<file path="config.mk">
export PLATFORM = sky130hd
export DESIGN_NAME = json_string_map_serializer_unit
export DESIGN_NICKNAME = d
export VERILOG_FILES = /design/src/rtl/jsms_pkg.sv /design/src/rtl/json_string_map_serializer_unit.sv /design/src/rtl/jsms_front.sv /design/src/rtl/jsms_queue.sv /design/src/rtl/jsms_back.sv
export SDC_FILE = /design/constraint.sdc
export NUM_CORES = 1
export LEC_CHECK = 0
export ABC_CLOCK_PERIOD_IN_PS = 8400
export BUFFER_PORTS_ARGS = -buffer_cell sky130_fd_sc_hd__buf_2
export CAP_MARGIN = 10
export CORE_UTILIZATION = 55
export CTS_CLUSTER_SIZE = 10
export DETAILED_ROUTE_END_ITERATION = 8
export PLACE_DENSITY = 0.73
export SLEW_MARGIN = 20
export SYNTH_ARGS = -nofsm -noshare
export SYNTH_HDL_FRONTEND = slang
export SYNTH_SLANG_ARGS = --single-unit
</file>
<file path="constraint.sdc">
create_clock -name clk -period 8.4 [get_ports clk]
set_clock_uncertainty 0.1 [all_clocks]
set_input_delay 0.42 -clock clk [delete_from_list [all_inputs] [get_ports clk]]
set_output_delay 0.42 -clock clk [all_outputs]
set_load 0.1 [all_outputs]
</file>
<file path="src/rtl/jsms_pkg.sv">
// ----------------------------------------------------------------------------
// jsms_pkg
// Shared types, codes and character constants for the JSON string map
// serializer.
// ----------------------------------------------------------------------------
package jsms_pkg;

  localparam int unsigned MaxBytes = 6;
  localparam int unsigned LenW     = 3;
  localparam int unsigned IdxW     = 3;

  typedef enum logic [2:0] {
    OP_CONTENT = 3'd0,
    OP_KEY     = 3'd1,
    OP_VALUE   = 3'd2,
    OP_END_STR = 3'd3,
    OP_END_MAP = 3'd4
  } op_t;

  localparam logic [7:0] CH_QUOTE     = 8'h22;
  localparam logic [7:0] CH_BACKSLASH = 8'h5c;
  localparam logic [7:0] CH_BS        = 8'h08;
  localparam logic [7:0] CH_FF        = 8'h0c;
  localparam logic [7:0] CH_LF        = 8'h0a;
  localparam logic [7:0] CH_CR        = 8'h0d;
  localparam logic [7:0] CH_TAB       = 8'h09;
  localparam logic [7:0] CH_LBRACE    = 8'h7b;
  localparam logic [7:0] CH_RBRACE    = 8'h7d;
  localparam logic [7:0] CH_COMMA     = 8'h2c;
  localparam logic [7:0] CH_COLON     = 8'h3a;
  localparam logic [7:0] CH_ZERO      = 8'h30;
  localparam logic [7:0] CH_LOW_A     = 8'h61;
  localparam logic [7:0] CH_LOW_B     = 8'h62;
  localparam logic [7:0] CH_LOW_F     = 8'h66;
  localparam logic [7:0] CH_LOW_N     = 8'h6e;
  localparam logic [7:0] CH_LOW_R     = 8'h72;
  localparam logic [7:0] CH_LOW_T     = 8'h74;
  localparam logic [7:0] CH_LOW_U     = 8'h75;
  localparam logic [7:0] CH_SPACE     = 8'h20;
  localparam logic [7:0] CH_TILDE     = 8'h7e;

  typedef struct packed {
    logic [MaxBytes-1:0][7:0] bytes;
    logic [LenW-1:0]          len;
  } esc_rec_t;

  function automatic logic [7:0] hex_digit(input logic [3:0] nib);
    logic [7:0] r;
    if (nib < 4'd10) begin
      r = CH_ZERO + {4'd0, nib};
    end else begin
      r = CH_LOW_A + {4'd0, nib - 4'd10};
    end
    return r;
  endfunction

  function automatic esc_rec_t escape_byte(input logic [7:0] c);
    esc_rec_t   r;
    logic [7:0] letter;
    r      = '0;
    letter = 8'd0;
    unique case (c)
      CH_QUOTE:     letter = CH_QUOTE;
      CH_BACKSLASH: letter = CH_BACKSLASH;
      CH_BS:        letter = CH_LOW_B;
      CH_FF:        letter = CH_LOW_F;
      CH_LF:        letter = CH_LOW_N;
      CH_CR:        letter = CH_LOW_R;
      CH_TAB:       letter = CH_LOW_T;
      default:      letter = 8'd0;
    endcase
    if (letter != 8'd0) begin
      r.bytes[0] = CH_BACKSLASH;
      r.bytes[1] = letter;
      r.len      = 3'd2;
    end else if (c >= CH_SPACE && c <= CH_TILDE) begin
      r.bytes[0] = c;
      r.len      = 3'd1;
    end else begin
      r.bytes[0] = CH_BACKSLASH;
      r.bytes[1] = CH_LOW_U;
      r.bytes[2] = CH_ZERO;
      r.bytes[3] = CH_ZERO;
      r.bytes[4] = hex_digit(c[7:4]);
      r.bytes[5] = hex_digit(c[3:0]);
      r.len      = 3'd6;
    end
    return r;
  endfunction

endpackage

</file>
<file path="src/rtl/json_string_map_serializer_unit.sv">
// ----------------------------------------------------------------------------
// json_string_map_serializer_unit
// Streaming JSON encoder for string-map tokens with string escaping.
// ----------------------------------------------------------------------------
// Tokens enter on the in_ stream: in_tuser carries the token kind (content
// byte, start key, start value, end string, end map) and in_tdata the raw
// byte. JSON text leaves on the out_ stream one byte per request, with
// out_tlast high on the final byte produced by a token. Unused token kinds
// are accepted and produce nothing.
// A token is classified in the cycle it is accepted and its byte run (one to
// six bytes) goes into a two-entry queue. The serializer drains the head run
// into the output register at one byte per cycle while out_tready is high;
// a token's first byte passes the queue entry and then the output register.
// One-byte tokens sustain one token per cycle while out_tready stays high;
// a token of n bytes takes n output bytes, and input stalls on a full queue.
// When the receiver drops out_tready the output byte holds, the queue fills
// and in_tready goes low. Reset empties the queue and the output register
// and clears the flag that records whether the current map holds a pair.
// ----------------------------------------------------------------------------
module json_string_map_serializer_unit (
  input  logic       clk,
  input  logic       rst_n,
  input  logic       in_tvalid,
  output logic       in_tready,
  input  logic [7:0] in_tdata,   // [7:0] data_byte
  input  logic [2:0] in_tuser,   // [2:0] op
  output logic       out_tvalid,
  input  logic       out_tready,
  output logic [7:0] out_tdata,  // [7:0] out_byte
  output logic       out_tlast
);
  import jsms_pkg::*;

  logic     q_full;
  logic     q_push;
  logic     q_pop;
  logic     q_not_empty;
  esc_rec_t q_push_rec;
  esc_rec_t q_head;

  jsms_front u_front (
    .clk       (clk),
    .rst_n     (rst_n),
    .in_tvalid (in_tvalid),
    .in_tready (in_tready),
    .in_tdata  (in_tdata),
    .in_tuser  (in_tuser),
    .q_full    (q_full),
    .q_push    (q_push),
    .q_rec     (q_push_rec)
  );

  jsms_queue u_queue (
    .clk       (clk),
    .rst_n     (rst_n),
    .push      (q_push),
    .push_rec  (q_push_rec),
    .pop       (q_pop),
    .full      (q_full),
    .not_empty (q_not_empty),
    .head      (q_head)
  );

  jsms_back u_back (
    .clk         (clk),
    .rst_n       (rst_n),
    .q_not_empty (q_not_empty),
    .q_head      (q_head),
    .q_pop       (q_pop),
    .out_tvalid  (out_tvalid),
    .out_tready  (out_tready),
    .out_tdata   (out_tdata),
    .out_tlast   (out_tlast)
  );

endmodule

</file>
<file path="src/rtl/jsms_front.sv">
// ----------------------------------------------------------------------------
// jsms_front
// Accepts tokens, builds the byte run of each one and tracks whether the
// current map already holds a pair.
// ----------------------------------------------------------------------------
module jsms_front (
  input  logic               clk,
  input  logic               rst_n,
  input  logic               in_tvalid,
  output logic               in_tready,
  input  logic [7:0]         in_tdata,
  input  logic [2:0]         in_tuser,
  input  logic               q_full,
  output logic               q_push,
  output jsms_pkg::esc_rec_t q_rec
);
  import jsms_pkg::*;

  logic     pair_emitted_r;
  logic     pair_emitted_nxt;
  logic     accept;
  esc_rec_t rec;

  assign in_tready = !q_full;
  assign accept    = in_tvalid && in_tready;

  always_comb begin
    rec              = '0;
    pair_emitted_nxt = pair_emitted_r;
    unique case (op_t'(in_tuser))
      OP_CONTENT: begin
        rec = escape_byte(in_tdata);
      end
      OP_KEY: begin
        rec.bytes[0]     = pair_emitted_r ? CH_COMMA : CH_LBRACE;
        rec.bytes[1]     = CH_QUOTE;
        rec.len          = 3'd2;
        pair_emitted_nxt = 1'b1;
      end
      OP_VALUE: begin
        rec.bytes[0] = CH_COLON;
        rec.bytes[1] = CH_QUOTE;
        rec.len      = 3'd2;
      end
      OP_END_STR: begin
        rec.bytes[0] = CH_QUOTE;
        rec.len      = 3'd1;
      end
      OP_END_MAP: begin
        if (pair_emitted_r) begin
          rec.bytes[0] = CH_RBRACE;
          rec.len      = 3'd1;
        end else begin
          rec.bytes[0] = CH_LBRACE;
          rec.bytes[1] = CH_RBRACE;
          rec.len      = 3'd2;
        end
        pair_emitted_nxt = 1'b0;
      end
      default: begin
        rec = '0;
      end
    endcase
  end

  assign q_push = accept && (rec.len != '0);
  assign q_rec  = rec;

  always_ff @(posedge clk) begin
    if (!rst_n) begin
      pair_emitted_r <= 1'b0;
    end else if (accept) begin
      pair_emitted_r <= pair_emitted_nxt;
    end
  end

  a_end_map_clears: assert property (@(posedge clk) disable iff (!rst_n)
    (accept && in_tuser == OP_END_MAP) |=> !pair_emitted_r)
    else $error("pair flag not cleared after end of map");

endmodule

</file>
<file path="src/rtl/jsms_queue.sv">
// ----------------------------------------------------------------------------
// jsms_queue
// Two-entry queue of byte runs between the token front end and the
// byte serializer.
// ----------------------------------------------------------------------------
module jsms_queue (
  input  logic               clk,
  input  logic               rst_n,
  input  logic               push,
  input  jsms_pkg::esc_rec_t push_rec,
  input  logic               pop,
  output logic               full,
  output logic               not_empty,
  output jsms_pkg::esc_rec_t head
);
  import jsms_pkg::*;

  esc_rec_t   mem [2];
  logic       wr_ptr_r;
  logic       rd_ptr_r;
  logic [1:0] count_r;
  logic [1:0] count_nxt;

  assign full      = (count_r == 2'd2);
  assign not_empty = (count_r != 2'd0);
  assign head      = mem[rd_ptr_r];

  always_comb begin
    count_nxt = count_r;
    if (push && !pop) begin
      count_nxt = count_r + 2'd1;
    end else if (pop && !push) begin
      count_nxt = count_r - 2'd1;
    end
  end

  always_ff @(posedge clk) begin
    if (push) begin
      mem[wr_ptr_r] <= push_rec;
    end
  end

  always_ff @(posedge clk) begin
    if (!rst_n) begin
      wr_ptr_r <= 1'b0;
      rd_ptr_r <= 1'b0;
      count_r  <= 2'd0;
    end else begin
      if (push) begin
        wr_ptr_r <= !wr_ptr_r;
      end
      if (pop) begin
        rd_ptr_r <= !rd_ptr_r;
      end
      count_r <= count_nxt;
    end
  end

  a_no_overflow: assert property (@(posedge clk) disable iff (!rst_n)
    push |-> !full)
    else $error("push into full queue");

  a_no_underflow: assert property (@(posedge clk) disable iff (!rst_n)
    pop |-> not_empty)
    else $error("pop from empty queue");

endmodule

</file>
<file path="src/rtl/jsms_back.sv">
// ----------------------------------------------------------------------------
// jsms_back
// Serializes the head byte run of the queue into the output register, one
// byte per cycle while out_tready allows, and marks the final byte of each run.
// ----------------------------------------------------------------------------
module jsms_back (
  input  logic               clk,
  input  logic               rst_n,
  input  logic               q_not_empty,
  input  jsms_pkg::esc_rec_t q_head,
  output logic               q_pop,
  output logic               out_tvalid,
  input  logic               out_tready,
  output logic [7:0]         out_tdata,
  output logic               out_tlast
);
  import jsms_pkg::*;

  logic [IdxW-1:0] idx_r;
  logic [IdxW-1:0] idx_nxt;
  logic            out_valid_r;
  logic [7:0]      out_byte_r;
  logic            out_last_r;
  logic            load;
  logic            is_last;

  assign load    = q_not_empty && (!out_valid_r || out_tready);
  assign is_last = (idx_r == q_head.len - 3'd1);
  assign q_pop   = load && is_last;

  always_comb begin
    idx_nxt = idx_r;
    if (load) begin
      idx_nxt = is_last ? '0 : idx_r + 3'd1;
    end
  end

  always_ff @(posedge clk) begin
    if (load) begin
      out_byte_r <= q_head.bytes[idx_r];
      out_last_r <= is_last;
    end
  end

  always_ff @(posedge clk) begin
    if (!rst_n) begin
      idx_r       <= '0;
      out_valid_r <= 1'b0;
    end else begin
      idx_r <= idx_nxt;
      if (load) begin
        out_valid_r <= 1'b1;
      end else if (out_tready) begin
        out_valid_r <= 1'b0;
      end
    end
  end

  assign out_tvalid = out_valid_r;
  assign out_tdata  = out_byte_r;
  assign out_tlast  = out_last_r;

  a_idx_in_run: assert property (@(posedge clk) disable iff (!rst_n)
    q_not_empty |-> (idx_r < q_head.len))
    else $error("byte index beyond run length");

endmodule
</file>
==> results of run 1 <==
==> cells by family (layout without fill, tap and decap cells) <==
| group | after synthesis | after routing | synth area share [%] |
|---|---|---|---|
| compound gates | 61 | 61 | 9.821 |
| other cells | 1 | 2 | 0.09285 |
| simple gates | 90 | 90 | 11.52 |
| xor+xnor | 14 | 14 | 3.036 |
| mux | 23 | 23 | 9.758 |
| fa+ha+maj | 15 | 15 | 4.647 |
| flops | 81 | 81 | 57.74 |
| buf+inv | 34 | 61 | 3.377 |
==> worst paths after layout <==
check	from	to	slack [ns]	cells after the start
setup / recovery	register	u_queue.count_r[1]	5.63	9
hold / removal	rst_n	u_queue.wr_ptr_r	0.31	2
setup reg to reg	register	u_queue.count_r[1]	5.63	9
hold reg to reg	u_queue.count_r[1]	u_queue.count_r[1]	0.45	2
==> per-layer routing <==
metal	up-vias	track usage, %	part of all wire [%]
li1	1232	-	-
met1	1253	29.45	46
met2	92	32.81	46
met3	18	3.299	4.6
met4	0	11.92	3.0
met5	-	0	0
==> layout make-up <==
| class | count | area (um^2) | area share (%) |
|---|---|---|---|
| inverters | 17 | 63.81 | 1.433 |
| clock inverters | 5 | 80.08 | 1.798 |
| flip-flops and latches | 81 | 2332 | 52.36 |
| multi-input cells | 205 | 1579 | 35.45 |
| well taps | 96 | 120.1 | 2.697 |
| repair buffers | 28 | 147.6 | 3.315 |
| clock buffers | 11 | 131.4 | 2.949 |
==> critical path, delay by kind of cell (launching register included) <==
family / cells / cell delay [ns]
AOI/OAI and AO/OA: 1 / 0.16
buffers and inverters: 1 / 0.32
xor gates and xnor gates: 2 / 0.28
adders and majority gates: 2 / 0.63
DFF: 1 / 0.31
muxes: 1 / 0.31
and+or+nand+nor: 2 / 0.56
==> metrics by stage <==
| step | cells | power [mW] |
|---|---|---|
| after global placement | 427 | 0.9507 |
| after floorplan | 320 | 0.8818 |
| after global routing | 443 | 1.298 |
| final | 443 | 1.240 |
| after CTS | 443 | 1.249 |
| after detailed placement | 427 | 0.9556 |
==> where the power goes <==
group / switching [mW] / total (mW) / internal [mW]
Combinational: 0.284 / 0.398 / 0.114
Clock: 0.129 / 0.296 / 0.167
Sequential: 0.0371 / 0.546 / 0.509
Total: 0.450 / 1.24 / 0.790
==> flip-flops by register name, indices dropped and copies added (netlist names), named ones only <==
register / cells
u_back.idx_r: 3
u_back.out_tdata: 8
u_back.out_tlast: 1
u_back.out_tvalid: 1
u_front.pair_emitted_r: 1
u_queue.count_r: 2
u_queue.mem: 62
u_queue.rd_ptr_r: 1
u_queue.wr_ptr_r: 1
==> cells in the final DEF, fill, tap and decap left out, types with 3 or more instances in the layout <==
cell,instances
buf_4,3
edfxtp_1,71
dfxtp_1,10
clkbuf_8,9
nor3_1,8
buf_2,25
xor2_1,5
and2_1,5
nand2b_1,6
nor2_1,25
xnor2_1,9
nor2b_1,3
nand4_1,3
a21oi_1,16
o21ai_0,12
a211oi_1,7
a31oi_1,4
nand2_1,23
mux2i_1,9
inv_1,16
ha_1,15
mux4_2,13
a21o_1,3
==> summary.txt, run 1 <==
Finish
  • Final Net Count: 372
  • Util after Layout: 64.14%
  • Diode count: 0
  • Layout area overhead: 10.28%
  • Share of cells above drive strength 1: 18.73%
  • # fillers: 513
  • Post-route cell area: 0.004454 mm^2

Hold path
  • HP Class: in2reg

Logic synthesis
  • Ys flop type: edfxtp_1
  • Unique masters post-synth: 52
  • Yosys warning count: 0
  • Most frequent cells after synthesis: edfxtp_1 (71), nor2_1 (27), nand2_1 (23)
  • Post-synth EDFFs: 71
  • Synthesized area: 0.004039 mm^2
  • Most frequent cell after synthesis: edfxtp_1
  • Top cell type's share of synthesized area: 52.79%
  • Area contributors post-synth: edfxtp_1 (53%), mux4_2 (7.2%), dfxtp_1 (5.0%)
  • Flops & latches, synth: 81
  • Post-Synthesis Cells: 319
  • Asr flop ratio synth: 0%
  • Syn avg cell area: 12.66 um^2
  • Post-synthesis sequential area ratio: 57.74%
  • Yosys top cell by area: edfxtp_1

STA
  • Final setup margin: 5.626 ns
  • Final slew viol count: 0
  • Worst-Margin Slew: 0.9990 ns
  • Sum Neg Setup Slack: 0 ns
  • Period utilisation layout: 33.03%
  • Highest clock frequency the design can meet: 360.5 MHz
  • RSZ-0062 raised after global routing: false
  • Hold WS: 0.3144 ns
  • Final hold vios: 0
  • Max_slew headroom: 33.16%
  • Final Critical Period: 2.774 ns
  • Setup Viol. Count Final: 0

Global routing
  • Largest net degree at the start of global routing: 33
  • GRT overflow: 0
  • Via count of the first global-routing pass: 2,384
  • Initial antenna violation count: 0
  • Tot GR Track Use: 21.39%
  • Global-route wire length before repair: 11.95 mm

Status
  • Outcome: completed

Worst setup path
  • Crit-path max cell delay: 0.43 ns
  • Critical Path Start Type: register
  • Crit-path max FO: 18
  • Worst path cell trace: buf_4 -> mux2i_1 -> ha_1 -> xnor2_1 -> xnor2_1 -> nand4_1 -> ha_1 -> or3_1 -> a21boi_0
  • Worst setup EP type: register
  • CP arrival: 2.94 ns
  • Kind of critical path: reg2reg
  • CP max-delay cell: ha_1
  • Critical path required time: 8.56 ns

Placed design
  • Worst slack, placed: 5.576 ns
  • DP Wirelength: 5.193 mm
  • Placed Area: 0.004243 mm^2
  • Final RePlAce weighted congestion: 0.9076
  • Port bufs: 25

Floorplan
  • Die Y: 87.70 um
  • Die area: 0.007690 mm^2
  • Core Region: 0.006944 mm^2
  • Starting density of the core: 58.16%
  • Io pins: 26
  • Die X: 87.70 um
  • # rows: 30

Clock tree
  • Postcts setup bufs: 0
  • Cts bufs inserted: 9
  • Number of H-tree levels: 3
  • CTS tree: done
  • Clock Path Buffers: 2
  • Clock Sinks: 81
  • Clock-pin slew on the worst setup and hold paths: 0.08 ns
  • Clock Latency Late Sink: 0.34 ns
  • CTS Root Cell: clkbuf_8
  • Post-CTS resize count: 0
  • Hold-fix buffers at CTS: 0

Drt
  • DRT Pass-1 Iters: 5
  • Vias per inst: 5.858
  • Remaining DRCs: 0
  • Initial drt markers: 133
  • DR WL/cell: 16.60 um
  • Vias: 2,595
  • Final ANT Viol Nets: 0
  • Post-Route WL: 7.355 mm

Power
  • Cell Pwr Density: 278.5 mW/mm^2
  • VDD IR max: 113.2 uV
  • P_leak: 1.613 nW

Job
  • Max Cap Viol: 0
Power figures use the tool's default switching activity.
==> run 2: changes to the inputs <==
--- a/config.mk
+++ b/config.mk
@@ -5,13 +5,13 @@
 export SDC_FILE = /design/constraint.sdc
 export NUM_CORES = 1
 export LEC_CHECK = 0
-export ABC_CLOCK_PERIOD_IN_PS = 8400
+export ABC_CLOCK_PERIOD_IN_PS = 2300
 export BUFFER_PORTS_ARGS = -buffer_cell sky130_fd_sc_hd__buf_2
 export CAP_MARGIN = 10
-export CORE_UTILIZATION = 55
+export CORE_UTILIZATION = 54
 export CTS_CLUSTER_SIZE = 10
 export DETAILED_ROUTE_END_ITERATION = 8
-export PLACE_DENSITY = 0.73
+export PLACE_DENSITY = 0.75
 export SLEW_MARGIN = 20
 export SYNTH_ARGS = -nofsm -noshare
 export SYNTH_HDL_FRONTEND = slang
==> constraint.sdc (replaced) <==
create_clock -name clk -period 2.3 [get_ports clk]
set_clock_uncertainty 0.1 [all_clocks]
set_input_delay 0.115 -clock clk [delete_from_list [all_inputs] [get_ports clk]]
set_output_delay 0.115 -clock clk [all_outputs]
set_load 0.1 [all_outputs]
==> summary.txt, run 2 (synthesis gave the netlist of run 1 again) <==
Clock tree
  • CTS Root Cell: clkbuf_8
  • Clock Sinks: 81
  • Clock Latency Late Sink: 0.34 ns
  • Clock-pin slew on the worst setup and hold paths: 0.08 ns
  • Clock Path Buffers: 2
  • Number of H-tree levels: 3
  • Cts bufs inserted: 9
  • CTS tree: done

Drt
  • Remaining DRCs: 0
  • Initial drt markers: 137
  • Final ANT Viol Nets: 0
  • Vias: 2,672
  • DRT Pass-1 Iters: 4
  • Vias per inst: 5.734
  • Post-Route WL: 7.983 mm
  • DR WL/cell: 17.13 um

Floorplan
  • Die X: 88.49 um
  • Starting density of the core: 55.68%
  • Die Y: 88.49 um
  • Core Region: 0.007253 mm^2
  • Die area: 0.007830 mm^2
  • Io pins: 26
  • # rows: 31

Finish
  • # fillers: 539
  • Share of cells above drive strength 1: 26.16%
  • Layout area overhead: 16.95%
  • Reg area: 0.002337 mm^2
  • Top reg by flops: u_queue.mem
  • Diode count: 0
  • Number of flip-flops in the largest register: 62
  • Final Net Count: 392
  • Most frequent cells in the layout: edfxtp_1 (71), buf_2 (25), nor2_1 (24)
  • Most common cell after layout, fill and taps aside: edfxtp_1
  • Area of the multi-input gates: 0.001639 mm^2
  • Util after Layout: 65.12%

Job
  • Max Cap Viol: 0

Worst setup path
  • Worst setup EP type: register
  • CP arrival: 2.42 ns
  • Crit-path max FO: 4
  • Critical path required time: 2.48 ns
  • Critical Path Start Type: register
  • Kind of critical path: reg2reg

Global routing
  • Tot GR Track Use: 22.33%
  • Global-route wire length before repair: 12.58 mm
  • Initial antenna violation count: 0
  • Largest net degree at the start of global routing: 33
  • GRT overflow: 0
  • Via count of the first global-routing pass: 2,515

STA
  • Final hold vios: 0
  • Final Critical Period: 2.241 ns
  • Setup Viol. Count Final: 0
  • Final setup margin: 0.05924 ns
  • Worst-Margin Slew: 0.4905 ns
  • Highest clock frequency the design can meet: 446.3 MHz
  • RSZ-0062 raised after global routing: true
  • Final slew viol count: 0
  • Period utilisation layout: 97.42%
  • Max_slew headroom: 66.96%

Power
  • Cell Pwr Density: 999.5 mW/mm^2
  • VDD IR max: 384.2 uV
  • P_leak: 1.744 nW

Placed design
  • Worst slack, placed: -0.02135 ns
  • Port bufs: 25
  • DP Wirelength: 5.773 mm
  • Final RePlAce weighted congestion: 0.9189

Status
  • Outcome: completed

Hold path
  • HP Class: in2reg
-- run 2: cell count changes in the layout (fill, tap and decap cells not counted), moves of 2 or more --
cell,delta
buf_4,+16
buf_12,+3
dfxtp_1,-2
ha_1,-2
mux2i_1,-2
mux2i_2,+2
nor2_4,+2
xnor2_1,-2
xnor2_2,+2
-- run 2: final timing paths --
check                     startpoint                      to  slack, ns  depth (start not counted)
setup / recovery            register      u_queue.count_r[1]       0.06                          9
hold / removal           in_tuser[0]  u_front.pair_emitted_r       0.07                          3
setup reg to reg            register      u_queue.count_r[1]       0.06                          9
hold reg to reg   u_queue.count_r[1]      u_queue.count_r[1]       0.47                          2
-- run 2: layout make-up --
class	count	share of cell area [%]
clock buffers	11	2.993
flip-flops and latches	81	49.48
inverters	17	1.351
clock inverters	5	1.695
well taps	99	2.623
repair buffers	48	7.152
multi-input cells	205	34.70
-- run 2: where the power goes --
part	total [mW]	switching (mW)	leakage, nW	internal, mW
registers	1.95	0.0885	0.755	1.86
clock network	1.12	0.485	0.106	0.639
logic	1.65	1.13	0.884	0.514
-- run 2: timing repair --
| item | in CTS | in global routing |
|---|---|---|
| hold buffers | 1 | 0 |
| gates resized for setup | 0 | 6 |
| endpoints found under the setup margin | 1 | 2 |
| hold endpoints to repair | 2 | 0 |
| pin swaps | 1 | 1 |
| setup buffers | 1 | 1 |
-- run 2: critical path: stages, from the launching register on --
cell and delay, ns:
dfxtp_4 0.38, mux2i_2 0.23, ha_2 0.22, xnor2_2 0.13, xnor2_2 0.15, nand4_1 0.19, ha_4 0.21, xor2_1 0.14
or3_1 0.31, a21boi_1 0.11
-- run 2: per-layer routing --
metal  vias to the layer above  track usage [%]  part of all wire, %
met5                         -                0                    0
met4                         0            10.41                  2.3
met3                        16            4.011                  4.4
met2                       104            37.13                   51
met1                      1276            28.60                   43
li1                       1276                -                    -
-- run 2: through the flow --
step           instances  area [um^2]  total power, mW  hold slack [ns]  setup TNS, ns
6_report             466         4723            4.721          0.07251              0
5_1_grt              466         4723            4.940          0.07449       -0.08216
4_1_cts              465         4678            4.710          0.05226              0
3_5_place_dp         447         4439            3.593           0.3684       -0.02135
3_3_place_gp         447         4439            3.560           0.3624              0
2_1_floorplan        320         4091            3.253           0.1637        -0.1030
